===== src/sv/hpl_pkg.sv =====
// ----------------------------------------------------------------------------
// Hex pixel LED mapper package
// Shared constants, register indexes and the fixed 16-entry color palette.
// ----------------------------------------------------------------------------
`timescale 1ns / 1ps
`default_nettype none

package hpl_pkg;

  // Default matrix size of one frame.
  localparam int DEF_MATRIX_W = 16;
  localparam int DEF_MATRIX_H = 16;

  // Widths fixed by the item fields and the position state.
  localparam int CHAR_W  = 8;
  localparam int LED_W   = 8;
  localparam int COLOR_W = 8;
  localparam int FRAME_W = 2;
  localparam int POS_W   = 5;
  localparam int COORD_W = 4;
  localparam int DIGIT_W = 4;
  localparam int CFG_IDX_W = 2;

  // Configuration register indexes.
  typedef enum logic [CFG_IDX_W-1:0] {
    REG_FLIP_H    = 2'd0,
    REG_FLIP_V    = 2'd1,
    REG_SERPENT   = 2'd2,
    REG_QUADRANT  = 2'd3
  } cfg_reg_t;

  typedef struct packed {
    logic [COLOR_W-1:0] r;
    logic [COLOR_W-1:0] g;
    logic [COLOR_W-1:0] b;
  } rgb_t;

  // ASCII hex digit decode; other bytes fold into four bits by the same rule.
  function automatic logic [DIGIT_W-1:0] decode_digit(input logic [CHAR_W-1:0] c);
    logic [CHAR_W-1:0] d;
    begin
      if (c >= 8'd97) begin
        d = c - 8'd87;
      end else if (c >= 8'd65) begin
        d = c - 8'd55;
      end else begin
        d = c - 8'd48;
      end
      return d[DIGIT_W-1:0];
    end
  endfunction

  // Fixed 16-entry palette.
  function automatic rgb_t palette(input logic [DIGIT_W-1:0] idx);
    rgb_t p;
    begin
      case (idx)
        4'd0:    p = '{8'd0,   8'd0,   8'd0};
        4'd1:    p = '{8'd29,  8'd43,  8'd83};
        4'd2:    p = '{8'd126, 8'd37,  8'd83};
        4'd3:    p = '{8'd0,   8'd135, 8'd81};
        4'd4:    p = '{8'd171, 8'd82,  8'd54};
        4'd5:    p = '{8'd95,  8'd87,  8'd79};
        4'd6:    p = '{8'd194, 8'd195, 8'd199};
        4'd7:    p = '{8'd255, 8'd241, 8'd232};
        4'd8:    p = '{8'd255, 8'd0,   8'd77};
        4'd9:    p = '{8'd255, 8'd163, 8'd0};
        4'd10:   p = '{8'd255, 8'd236, 8'd39};
        4'd11:   p = '{8'd0,   8'd228, 8'd54};
        4'd12:   p = '{8'd41,  8'd173, 8'd255};
        4'd13:   p = '{8'd131, 8'd118, 8'd156};
        4'd14:   p = '{8'd255, 8'd119, 8'd168};
        4'd15:   p = '{8'd255, 8'd204, 8'd170};
        default: p = '{8'd0,   8'd0,   8'd0};
      endcase
      return p;
    end
  endfunction

endpackage

`default_nettype wire


===== src/sv/hex_pixel_to_led_mapper.sv =====
// ----------------------------------------------------------------------------
// Hex pixel to LED mapper
// Turns a raster stream of hex-digit characters into LED writes with frame,
// physical strip index and palette color.
// ----------------------------------------------------------------------------
`timescale 1ns / 1ps
`default_nettype none

// The mapper takes one character per clock cycle while char_stall is low; the
// first register stage holds the source position, frame and decoded digit,
// the second holds the mapped LED index and palette color. The rate is set by
// the output handshake alone; a stall on the LED side holds both stages
// and is passed back as char_stall in the same cycle. A character with first
// set restarts the payload. Once the final pixel is written, characters are
// dropped until the next first. Configuration writes are always ready and
// take effect at once; they belong in idle periods.
module hex_pixel_to_led_mapper #(
  parameter int MATRIX_W = hpl_pkg::DEF_MATRIX_W,
  parameter int MATRIX_H = hpl_pkg::DEF_MATRIX_H
) (
  input  wire logic                           clk,
  input  wire logic                           rst,
  // Character channel.
  input  wire logic                           char_valid,
  output logic                                char_stall,
  input  wire logic [hpl_pkg::CHAR_W-1:0]     char_code,
  input  wire logic                           first,
  // LED write channel.
  output logic                                led_valid,
  input  wire logic                           led_stall,
  output logic [hpl_pkg::FRAME_W-1:0]         frame_number,
  output logic [hpl_pkg::LED_W-1:0]           led_index,
  output logic [hpl_pkg::COLOR_W-1:0]         red,
  output logic [hpl_pkg::COLOR_W-1:0]         green,
  output logic [hpl_pkg::COLOR_W-1:0]         blue,
  output logic                                last_pixel,
  // Configuration write channel.
  input  wire logic                           cfg_valid,
  output logic                                cfg_ready,
  input  wire logic [hpl_pkg::CFG_IDX_W-1:0]  cfg_index,
  input  wire logic                           cfg_data
);
  import hpl_pkg::*;

  localparam int CNT_W = POS_W + 1;
  localparam logic [CNT_W-1:0] W_C  = CNT_W'(MATRIX_W);
  localparam logic [CNT_W-1:0] H_C  = CNT_W'(MATRIX_H);
  localparam logic [CNT_W-1:0] W2_C = CNT_W'(2 * MATRIX_W);
  localparam logic [CNT_W-1:0] H2_C = CNT_W'(2 * MATRIX_H);
  localparam logic [COORD_W-1:0] WMAX_C = COORD_W'(MATRIX_W - 1);
  localparam logic [COORD_W-1:0] HMAX_C = COORD_W'(MATRIX_H - 1);
  localparam logic [LED_W:0] AREA_C = (LED_W + 1)'(MATRIX_W * MATRIX_H);

  // Configuration registers.
  logic col_mirror;
  logic row_mirror;
  logic serpentine;
  logic quadrant_mode;

  // Position state.
  logic [POS_W-1:0] source_column;
  logic [POS_W-1:0] source_row;
  logic             payload_done;

  // First stage registers.
  logic               s1_valid;
  logic [FRAME_W-1:0] s1_frame;
  logic [COORD_W-1:0] s1_x;
  logic [COORD_W-1:0] s1_y;
  logic [DIGIT_W-1:0] s1_digit;
  logic               s1_last;

  logic advance;
  logic accept;

  // The whole pipe moves whenever the output register can take a new value.
  assign advance    = !led_valid || !led_stall;
  assign char_stall = !advance;
  assign accept     = char_valid && advance;
  assign cfg_ready  = 1'b1;

  // Configuration register writes.
  always_ff @(posedge clk) begin
    if (rst) begin
      col_mirror    <= 1'b0;
      row_mirror    <= 1'b1;
      serpentine    <= 1'b1;
      quadrant_mode <= 1'b0;
    end else if (cfg_valid && cfg_ready) begin
      case (cfg_reg_t'(cfg_index))
        REG_FLIP_H:   col_mirror    <= cfg_data;
        REG_FLIP_V:   row_mirror    <= cfg_data;
        REG_SERPENT:  serpentine    <= cfg_data;
        REG_QUADRANT: quadrant_mode <= cfg_data;
        default: ;
      endcase
    end
  end

  // Position tracking, frame split and digit decode for the accepted character.
  logic [CNT_W-1:0]   cols;
  logic [CNT_W-1:0]   rows;
  logic [CNT_W-1:0]   cur_col;
  logic [CNT_W-1:0]   cur_row;
  logic               cur_done;
  logic               in_range;
  logic               emit;
  logic [CNT_W-1:0]   col_inc;
  logic [CNT_W-1:0]   row_inc;
  logic [POS_W-1:0]   source_column_next;
  logic [POS_W-1:0]   source_row_next;
  logic               payload_done_next;
  logic               last_next;
  logic [FRAME_W-1:0] frame_next;
  logic [CNT_W-1:0]   x_full;
  logic [CNT_W-1:0]   y_full;

  always_comb begin
    cols     = quadrant_mode ? W2_C : W_C;
    rows     = quadrant_mode ? H2_C : H_C;
    cur_col  = first ? '0 : {1'b0, source_column};
    cur_row  = first ? '0 : {1'b0, source_row};
    cur_done = first ? 1'b0 : payload_done;
    in_range = (cur_col < cols) && (cur_row < rows);
    emit     = !cur_done && in_range;

    col_inc = cur_col + 1'b1;
    row_inc = cur_row + 1'b1;
    source_column_next = cur_col[POS_W-1:0];
    source_row_next    = cur_row[POS_W-1:0];
    payload_done_next  = cur_done || !in_range;
    last_next          = 1'b0;
    if (emit) begin
      if (col_inc >= cols) begin
        source_column_next = '0;
        if (row_inc >= rows) begin
          source_row_next   = '0;
          payload_done_next = 1'b1;
          last_next         = 1'b1;
        end else begin
          source_row_next = row_inc[POS_W-1:0];
        end
      end else begin
        source_column_next = col_inc[POS_W-1:0];
      end
    end

    // Quadrant split: bottom half adds two, right half adds one.
    x_full     = cur_col;
    y_full     = cur_row;
    frame_next = '0;
    if (quadrant_mode) begin
      if (cur_row >= H_C) begin
        frame_next[1] = 1'b1;
        y_full        = cur_row - H_C;
      end
      if (cur_col >= W_C) begin
        frame_next[0] = 1'b1;
        x_full        = cur_col - W_C;
      end
    end
  end

  always_ff @(posedge clk) begin
    if (rst) begin
      source_column <= '0;
      source_row    <= '0;
      payload_done  <= 1'b0;
    end else if (accept) begin
      source_column <= source_column_next;
      source_row    <= source_row_next;
      payload_done  <= payload_done_next;
    end
  end

  always_ff @(posedge clk) begin
    if (rst) begin
      s1_valid <= 1'b0;
    end else if (advance) begin
      s1_valid <= accept && emit;
    end
  end

  always_ff @(posedge clk) begin
    if (advance) begin
      s1_frame <= frame_next;
      s1_x     <= x_full[COORD_W-1:0];
      s1_y     <= y_full[COORD_W-1:0];
      s1_digit <= decode_digit(char_code);
      s1_last  <= last_next;
    end
  end

  // Mirror, serpentine order and palette lookup.
  logic [COORD_W-1:0] xm;
  logic [COORD_W-1:0] ym;
  logic [COORD_W-1:0] xs;
  logic [LED_W:0]     led_sum;
  logic [LED_W-1:0]   led_next;
  rgb_t               color;

  always_comb begin
    xm = col_mirror ? (WMAX_C - s1_x) : s1_x;
    ym = row_mirror ? (HMAX_C - s1_y) : s1_y;
    xs = (serpentine && ym[0]) ? (WMAX_C - xm) : xm;
    led_sum = (LED_W + 1)'(ym) * (LED_W + 1)'(MATRIX_W) + (LED_W + 1)'(xs);
    led_next = (led_sum >= AREA_C) ? '0 : led_sum[LED_W-1:0];
    color = palette(s1_digit);
  end

  always_ff @(posedge clk) begin
    if (rst) begin
      led_valid <= 1'b0;
    end else if (advance) begin
      led_valid <= s1_valid;
    end
  end

  always_ff @(posedge clk) begin
    if (advance) begin
      frame_number <= s1_frame;
      led_index    <= led_next;
      red          <= color.r;
      green        <= color.g;
      blue         <= color.b;
      last_pixel   <= s1_last;
    end
  end

endmodule

`default_nettype wire


===== config.mk =====
export PLATFORM = sky130hd
export DESIGN_NAME = hex_pixel_to_led_mapper
export DESIGN_NICKNAME = d
export VERILOG_FILES = /design/src/sv/hpl_pkg.sv /design/src/sv/hex_pixel_to_led_mapper.sv
export SDC_FILE = /design/constraint.sdc
export NUM_CORES = 1
export LEC_CHECK = 0
export BUFFER_PORTS_ARGS = -buffer_cell sky130_fd_sc_hd__clkbuf_2
export CORE_ASPECT_RATIO = 1.75
export CORE_UTILIZATION = 45
export CTS_BUF_LIST = sky130_fd_sc_hd__clkbuf_8 sky130_fd_sc_hd__clkbuf_16
export DETAILED_ROUTE_END_ITERATION = 10
export PLACE_DENSITY = 0.75
export SLEW_MARGIN = 10
export SYNTH_ARGS = -nofsm -noshare
export SYNTH_HDL_FRONTEND = slang
export SYNTH_SLANG_ARGS = --single-unit

===== constraint.sdc =====
create_clock -name clk -period 4.4 [get_ports clk]
set_clock_uncertainty 0.05 [all_clocks]
set_input_delay 0.66 -clock clk [delete_from_list [all_inputs] [get_ports clk]]
set_output_delay 0.66 -clock clk [all_outputs]
set_load 0.02 [all_outputs]

==> results.cfg, run 1 <==
[clock_tree]
cts_buffers = 9
root_buffer = clkbuf_16
htreeDepth = 3
clock_latency_ps = 320
cts_setup_buffers = 0
path_clk_slew_ps = 50
cts_resized = 0
cts.sinks = 66
cts.path.max_buffers = 2
cts_tree = built
ctsHoldBuffers = 0

[final_layout]
syn_to_final_growth_pct = 18.4
drive_above_1_share_pct = 22.4
fin_util_pct = 55.0
fillCellCount = 646
antenna_cells = 0
final_nets = 384
mostFrequentLayoutCells = 53 x clkbuf_2, 49 x edfxtp_1, 26 x nand2_1
mostFrequentLayoutCell = clkbuf_2

[route]
vias = 2406
drt_iter0_drc = 302
top_layer = met4
wl_per_cell_um = 13.8
route.met2.wl_um = 3440
drtAntennaViolNets = 0
wl_met1_um = 2290
drt_pass1_iterations = 4
drc = 0
wl_um = 6120
met3_length_um = 269
via_per_inst = 5.43

[sta]
worstMarginPinSlew_ps = 1040
period_share_pct = 62.9
grt_setup_unrepaired = no
finalMaxSlewViolations = 0
clock.fmax_mhz = 361
hold_violations = 0
max-slew-margin-rel_pct = 30.7
setup_viol = 0
period_needed_ps = 2770
final.setup.tns_ps = 0

[power_and_ir_drop]
p_total_mw = 1.82
seq_power_share_pct = 44.3
p_sw_share_pct = 26.0
p_int_mw = 1.35
p_per_area_nw_per_um2 = 462
comb_power_share_pct = 16.8
p_leak_nw = 1.61
p_clk_share_pct = 38.9
switching_power_uw = 475
vdd_ir_drop_max_v = 0.000208

[yosys]
synthCells = 305
syn_area_um2 = 3330
synth_cell_types = 52
async_reset_ff_share_pct = 0
avgSynthCellArea_um2 = 10.9
yosysWarnings = 0
synth_seq_area_share_pct = 54.3
synthFlopType = edfxtp_1
synth_edf_count = 49
ys_ff_latch = 66
syn_nets = 337

[min_path]
min_path_type = flip-flop to flip-flop

[placement]
dpl.hpwl_um = 4310
place_congestion = 0.881
port_buffers = 53

[global_routing]
grt_pass1_wl_um = 9770
grt_max_degree = 40
grt_pass1_vias = 2204
antenna_found_initial = 0
grt-ovfl-total = 0
globalRouteTotalUtil_pct = 17.0

[floorplanning]
core_area_um2 = 7180
chipWidth_um = 67.1
die_h_um = 116
start_util_pct = 46.4
core.rowCount = 41
boundaryPins = 55
die-area_um2 = 7770

[critical_path]
regToRegSetupSlack_ps = 1810
end_kind = flip-flop
cp.required_ps = 4590
critical_path_class = input pin to flip-flop
arrival_ps = 2960
crit_fanout = 21
start_kind = input pin

[job]
max_cap_violations = 0

[status]
status = complete, no violations
## worst max-delay path, stage by stage
cell      delay [ps]
clkbuf_2         270
and4b_1          460
nand2_1          120
nor2_1           100
a21oi_1           50
ha_1             270
and3_1           170
a211oi_2         430
and2_1           190
o21ai_0           70
a31oi_1          160
## flip-flops by register name (all words and copies together) (netlist names)
register       count
blue               8
col_mirror         1
frame_number       2
green              8
last_pixel         1
led_index          8
led_valid          1
payload_done       1
quadrant_mode      1
red                7
row_mirror         1
s1_digit           4
s1_frame           2
s1_last            1
s1_valid           1
s1_x               4
s1_y               4
serpentine         1
source_column      5
source_row         5
## synth_stat cells, types with 2 or more instances
cell / count / share of area, %
xor2_1: 6 / 1.6
xnor2_1: 7 / 1.8
and2_1: 3 / 0.56
and3_1: 4 / 0.75
or2_2: 3 / 0.56
nand3_1: 6 / 0.90
buf_4: 2 / 0.45
dfxtp_1: 17 / 10
clkbuf_1: 13 / 1.5
nor3b_1: 5 / 1.1
buf_2: 2 / 0.30
o211ai_1: 2 / 0.45
a211oi_1: 3 / 0.68
edfxtp_1: 49 / 44
mux2i_1: 5 / 1.5
inv_1: 9 / 1.0
or3_1: 3 / 0.56
or4_1: 2 / 0.45
nand2b_1: 10 / 1.9
nor3_1: 5 / 0.75
o21ai_0: 23 / 3.5
nor2b_1: 13 / 2.4
a21oi_1: 20 / 3.0
nor2_1: 14 / 1.6
a31oi_1: 8 / 1.5
ha_1: 15 / 5.6
o31ai_1: 2 / 0.45
nand2_1: 27 / 3.0
a32oi_1: 2 / 0.53
nand3b_1: 3 / 0.68
## kinds of logic after synthesis
logic type,synth area share (%)
compound gates,13.6
simple gates,17.7
other cells,0.112
fa+ha+maj,5.63
flops,54.3
buf+inv,3.34
xor+xnor,3.41
mux,1.84
## final cells by class
type                            instances  area (um^2)  area share, %
Sequential cell                        66         1810           45.9
Clock inverter                          4         41.3           1.05
Tap cell                               86          108           2.73
Multi-Input combinational cell        212         1410           35.8
Clock buffer                           12          267           6.75
Inverter                                9         33.8          0.856
Timing Repair Buffer                   54          273           6.91
## layer usage
metal	GRT usage, %	vias up
met1	17.4	1142
li1	-	1195
met2	29.7	61
met3	4.04	8
met4	11.1	0
met5	0	-
## power groups by stage
stage          clock [mW]  combinational [mW]  sequential (mW)
6_report            0.710               0.306            0.808
4_1_cts             0.726               0.308            0.807
3_3_place_gp            0               0.302            0.816
2_1_floorplan           0               0.151            0.880
3_5_place_dp            0               0.306            0.819
5_1_grt             0.751               0.336            0.817
## metrics by stage
| stage | setup slack (ps) | hold slack [ps] | cell area [um^2] | std cells |
|---|---|---|---|---|
| global route | 1400 | 386 | 3950 | 443 |
| CTS | 1650 | 367 | 3950 | 443 |
| finish | 1630 | 368 | 3950 | 443 |
| floorplan | 1480 | 350 | 3330 | 305 |
| detailed placement | 1350 | 355 | 3640 | 427 |
| global placement | 1450 | 352 | 3640 | 427 |
## final timing paths
check                    from            end  depth (start not counted)
max                     first  source_row[2]                         11
min                   s1_last     last_pixel                          0
max reg2reg  source_column[2]  source_row[3]                          9
min reg2reg           s1_last     last_pixel                          0
Power figures use the tool's default switching activity.
==> run 2: changes to the inputs <==
--- a/config.mk
+++ b/config.mk
@@ -5,6 +5,7 @@
 export SDC_FILE = /design/constraint.sdc
 export NUM_CORES = 1
 export LEC_CHECK = 0
+export ABC_AREA = 1
 export BUFFER_PORTS_ARGS = -buffer_cell sky130_fd_sc_hd__clkbuf_2
 export CORE_ASPECT_RATIO = 1.75
 export CORE_UTILIZATION = 45
==> constraint.sdc (replaced) <==
create_clock -name clk -period 2.8 [get_ports clk]
set_clock_uncertainty 0.05 [all_clocks]
set_input_delay 0.42 -clock clk [delete_from_list [all_inputs] [get_ports clk]]
set_output_delay 0.42 -clock clk [all_outputs]
set_load 0.02 [all_outputs]
==> results.cfg, run 2 <==
[min_path]
holdPathEnd = serpentine
worstHoldPathCells = 3
hp-start = cfg_data
min_path_type = input pin to flip-flop

[final_layout]
final_nets = 435
antenna_cells = 0
mostFrequentLayoutCell = inv_1
regArea_um2 = 1810
fillCellCount = 640
mostFrequentLayoutCells = 56 x inv_1, 53 x nand2_1, 53 x clkbuf_2
drive_above_1_share_pct = 20.6
syn_to_final_growth_pct = 17.6
multi_input_area_um2 = 1280
biggestRegsByFlops = blue (8), green (8), led_index (8)
finalNonFillerCells = 494

[yosys]
synth_seq_area_share_pct = 53.9
ys_top_cells_by_area = edfxtp_1 44%, dfxtp_1 10%, nand2_1 6.0%, ha_1 5.6%, inv_1 5.6%
avgSynthCellArea_um2 = 9.66
yosysTopAreaCellShare_pct = 43.8
syn_nets = 380
synth_largest_area_cell = edfxtp_1
synthTopCellsByCount = 54 x nand2_1, 50 x inv_1, 49 x edfxtp_1, 35 x o21ai_0, 26 x nor2_1
async_reset_ff_share_pct = 0
synth_edf_count = 49
ys_ff_latch = 66
syn_area_um2 = 3360
synthFlopType = edfxtp_1
synthCells = 348
synth_cell_types = 37
yosysWarnings = 0
post-synth-top-count-cell = nand2_1

[clock_tree]
cts.sinks = 66
htreeDepth = 3
cts.path.max_buffers = 2
cts_setup_buffers = 0
clock_latency_ps = 320
root_buffer = clkbuf_16
cts_tree = built
ctsHoldBuffers = 0
cts_buffers = 9
path_clk_slew_ps = 50
cts_resized = 0

[sta]
finalMaxSlewViolations = 0
clock.fmax_mhz = 457
grt_setup_unrepaired = no
max-slew-margin-rel_pct = 59.5
hold_violations = 0
setup_viol = 0
worstMarginPinSlew_ps = 607
final.setup.tns_ps = 0
period_share_pct = 78.1
period_needed_ps = 2190

[job]
max_cap_violations = 0

[floorplanning]
die-area_um2 = 7830
start_util_pct = 46.5
die_h_um = 116
chipWidth_um = 67.3
boundaryPins = 55
core.rowCount = 41
core_area_um2 = 7230

[power_and_ir_drop]
p_sw_share_pct = 28.3
vdd_ir_drop_max_v = 0.000292
comb_power_share_pct = 19.4
p_leak_nw = 1.82
switching_power_uw = 784
p_per_area_nw_per_um2 = 700
p_int_mw = 1.98
p_clk_share_pct = 34.7
seq_power_share_pct = 45.9

[global_routing]
antenna_found_initial = 0
grt_max_degree = 51
grt_pass1_wl_um = 10100
globalRouteTotalUtil_pct = 17.8
grt-ovfl-total = 0
grt_pass1_vias = 2292

[critical_path]
r2r_end = source_row[1]
worstReg2RegStart = source_row[0]
start_kind = input pin
crit_fanout = 10
regToRegSetupSlack_ps = 640
critical_path_class = input pin to flip-flop
end_kind = flip-flop
cp.required_ps = 3010
arrival_ps = 2390
worst_r2r_path_depth = 14

[placement]
port_buffers = 53
place_inst = 478
dpl.hpwl_um = 4700
place_congestion = 0.928

[route]
drt_pass1_iterations = 5
drt_iter0_drc = 254
via_per_inst = 5.13
drtAntennaViolNets = 0
wl_per_cell_um = 12.9
vias = 2534
wl_um = 6350
drc = 0

[status]
status = complete, no violations
==> run 2: power groups by stage <==
stage                     clock (mW)  combinational [mW]  sequential, mW
after floorplan                    0               0.254            1.41
after global placement             0               0.532            1.28
after detailed placement           0               0.537            1.29
after CTS                      0.985               0.538            1.27
after global routing            1.02               0.593            1.28
final                          0.962               0.536            1.27
==> run 2: critical path: stages <==
cell      delay (ps)
clkbuf_2         210
inv_12           150
nand3_4           90
nor2_1           280
inv_1             90
nor2_1           150
nor2_1            70
inv_1             60
ha_1             210
nand2_1           60
inv_1             50
a21oi_2          180
nand3_2          100
clkinv_2          80
nand3_1           70
a21oi_1          120
==> run 2: cell families after synthesis <==
| group | synth area share [%] |
|---|---|
| buffers and inverters | 8.15 |
| other | 0.112 |
| and+or+nand+nor | 16.8 |
| xor gates and xnor gates | 3.65 |
| DFF | 53.9 |
| adders and majority gates | 5.58 |
| AOI/OAI and AO/OA | 11.8 |
==> run 2: how the worst max path moves through the flow <==
stage                             start             to  slack, ps  cells after the start
after detailed placement          first  source_row[1]        310                     16
after floorplan               led_stall  source_row[3]        100                      6
after global routing      source_row[0]  source_row[1]        390                     14
final                             first  source_row[1]        610                     16
after CTS                         first  source_row[1]        650                     16
after global placement            first  source_row[1]        450                     15
==> run 2: per-layer routing <==
layer  track usage, %  routed length (um)  up-vias
met2             32.0                3610       71
li1                 -                   -     1274
met5                0                   0        -
met4             10.6                 110        0
met1             17.5                2390     1180
met3             4.79                 239        9
==> run 2: cell type report <==
class | count | area share [%]
clock buffers | 10 | 6.04
well taps | 86 | 2.72
clock inverters | 6 | 0.570
flip-flops and latches | 66 | 45.8
inverters | 53 | 5.44
repair buffers | 55 | 7.09
multi-input cells | 218 | 32.3
==> run 2: through the flow <==
stage / instance area (um^2) / hold WS [ps] / worst slack, ps / power, mW / util [%]
CTS: 3950 / 328 / 646 / 2.79 / 54.7
finish: 3950 / 341 / 614 / 2.77 / 54.7
global route: 3950 / 343 / 393 / 2.90 / 54.7
detailed placement: 3690 / 356 / 311 / 1.83 / 51.0
global placement: 3690 / 353 / 453 / 1.82 / 51.0
floorplan: 3360 / 350 / 105 / 1.66 / -
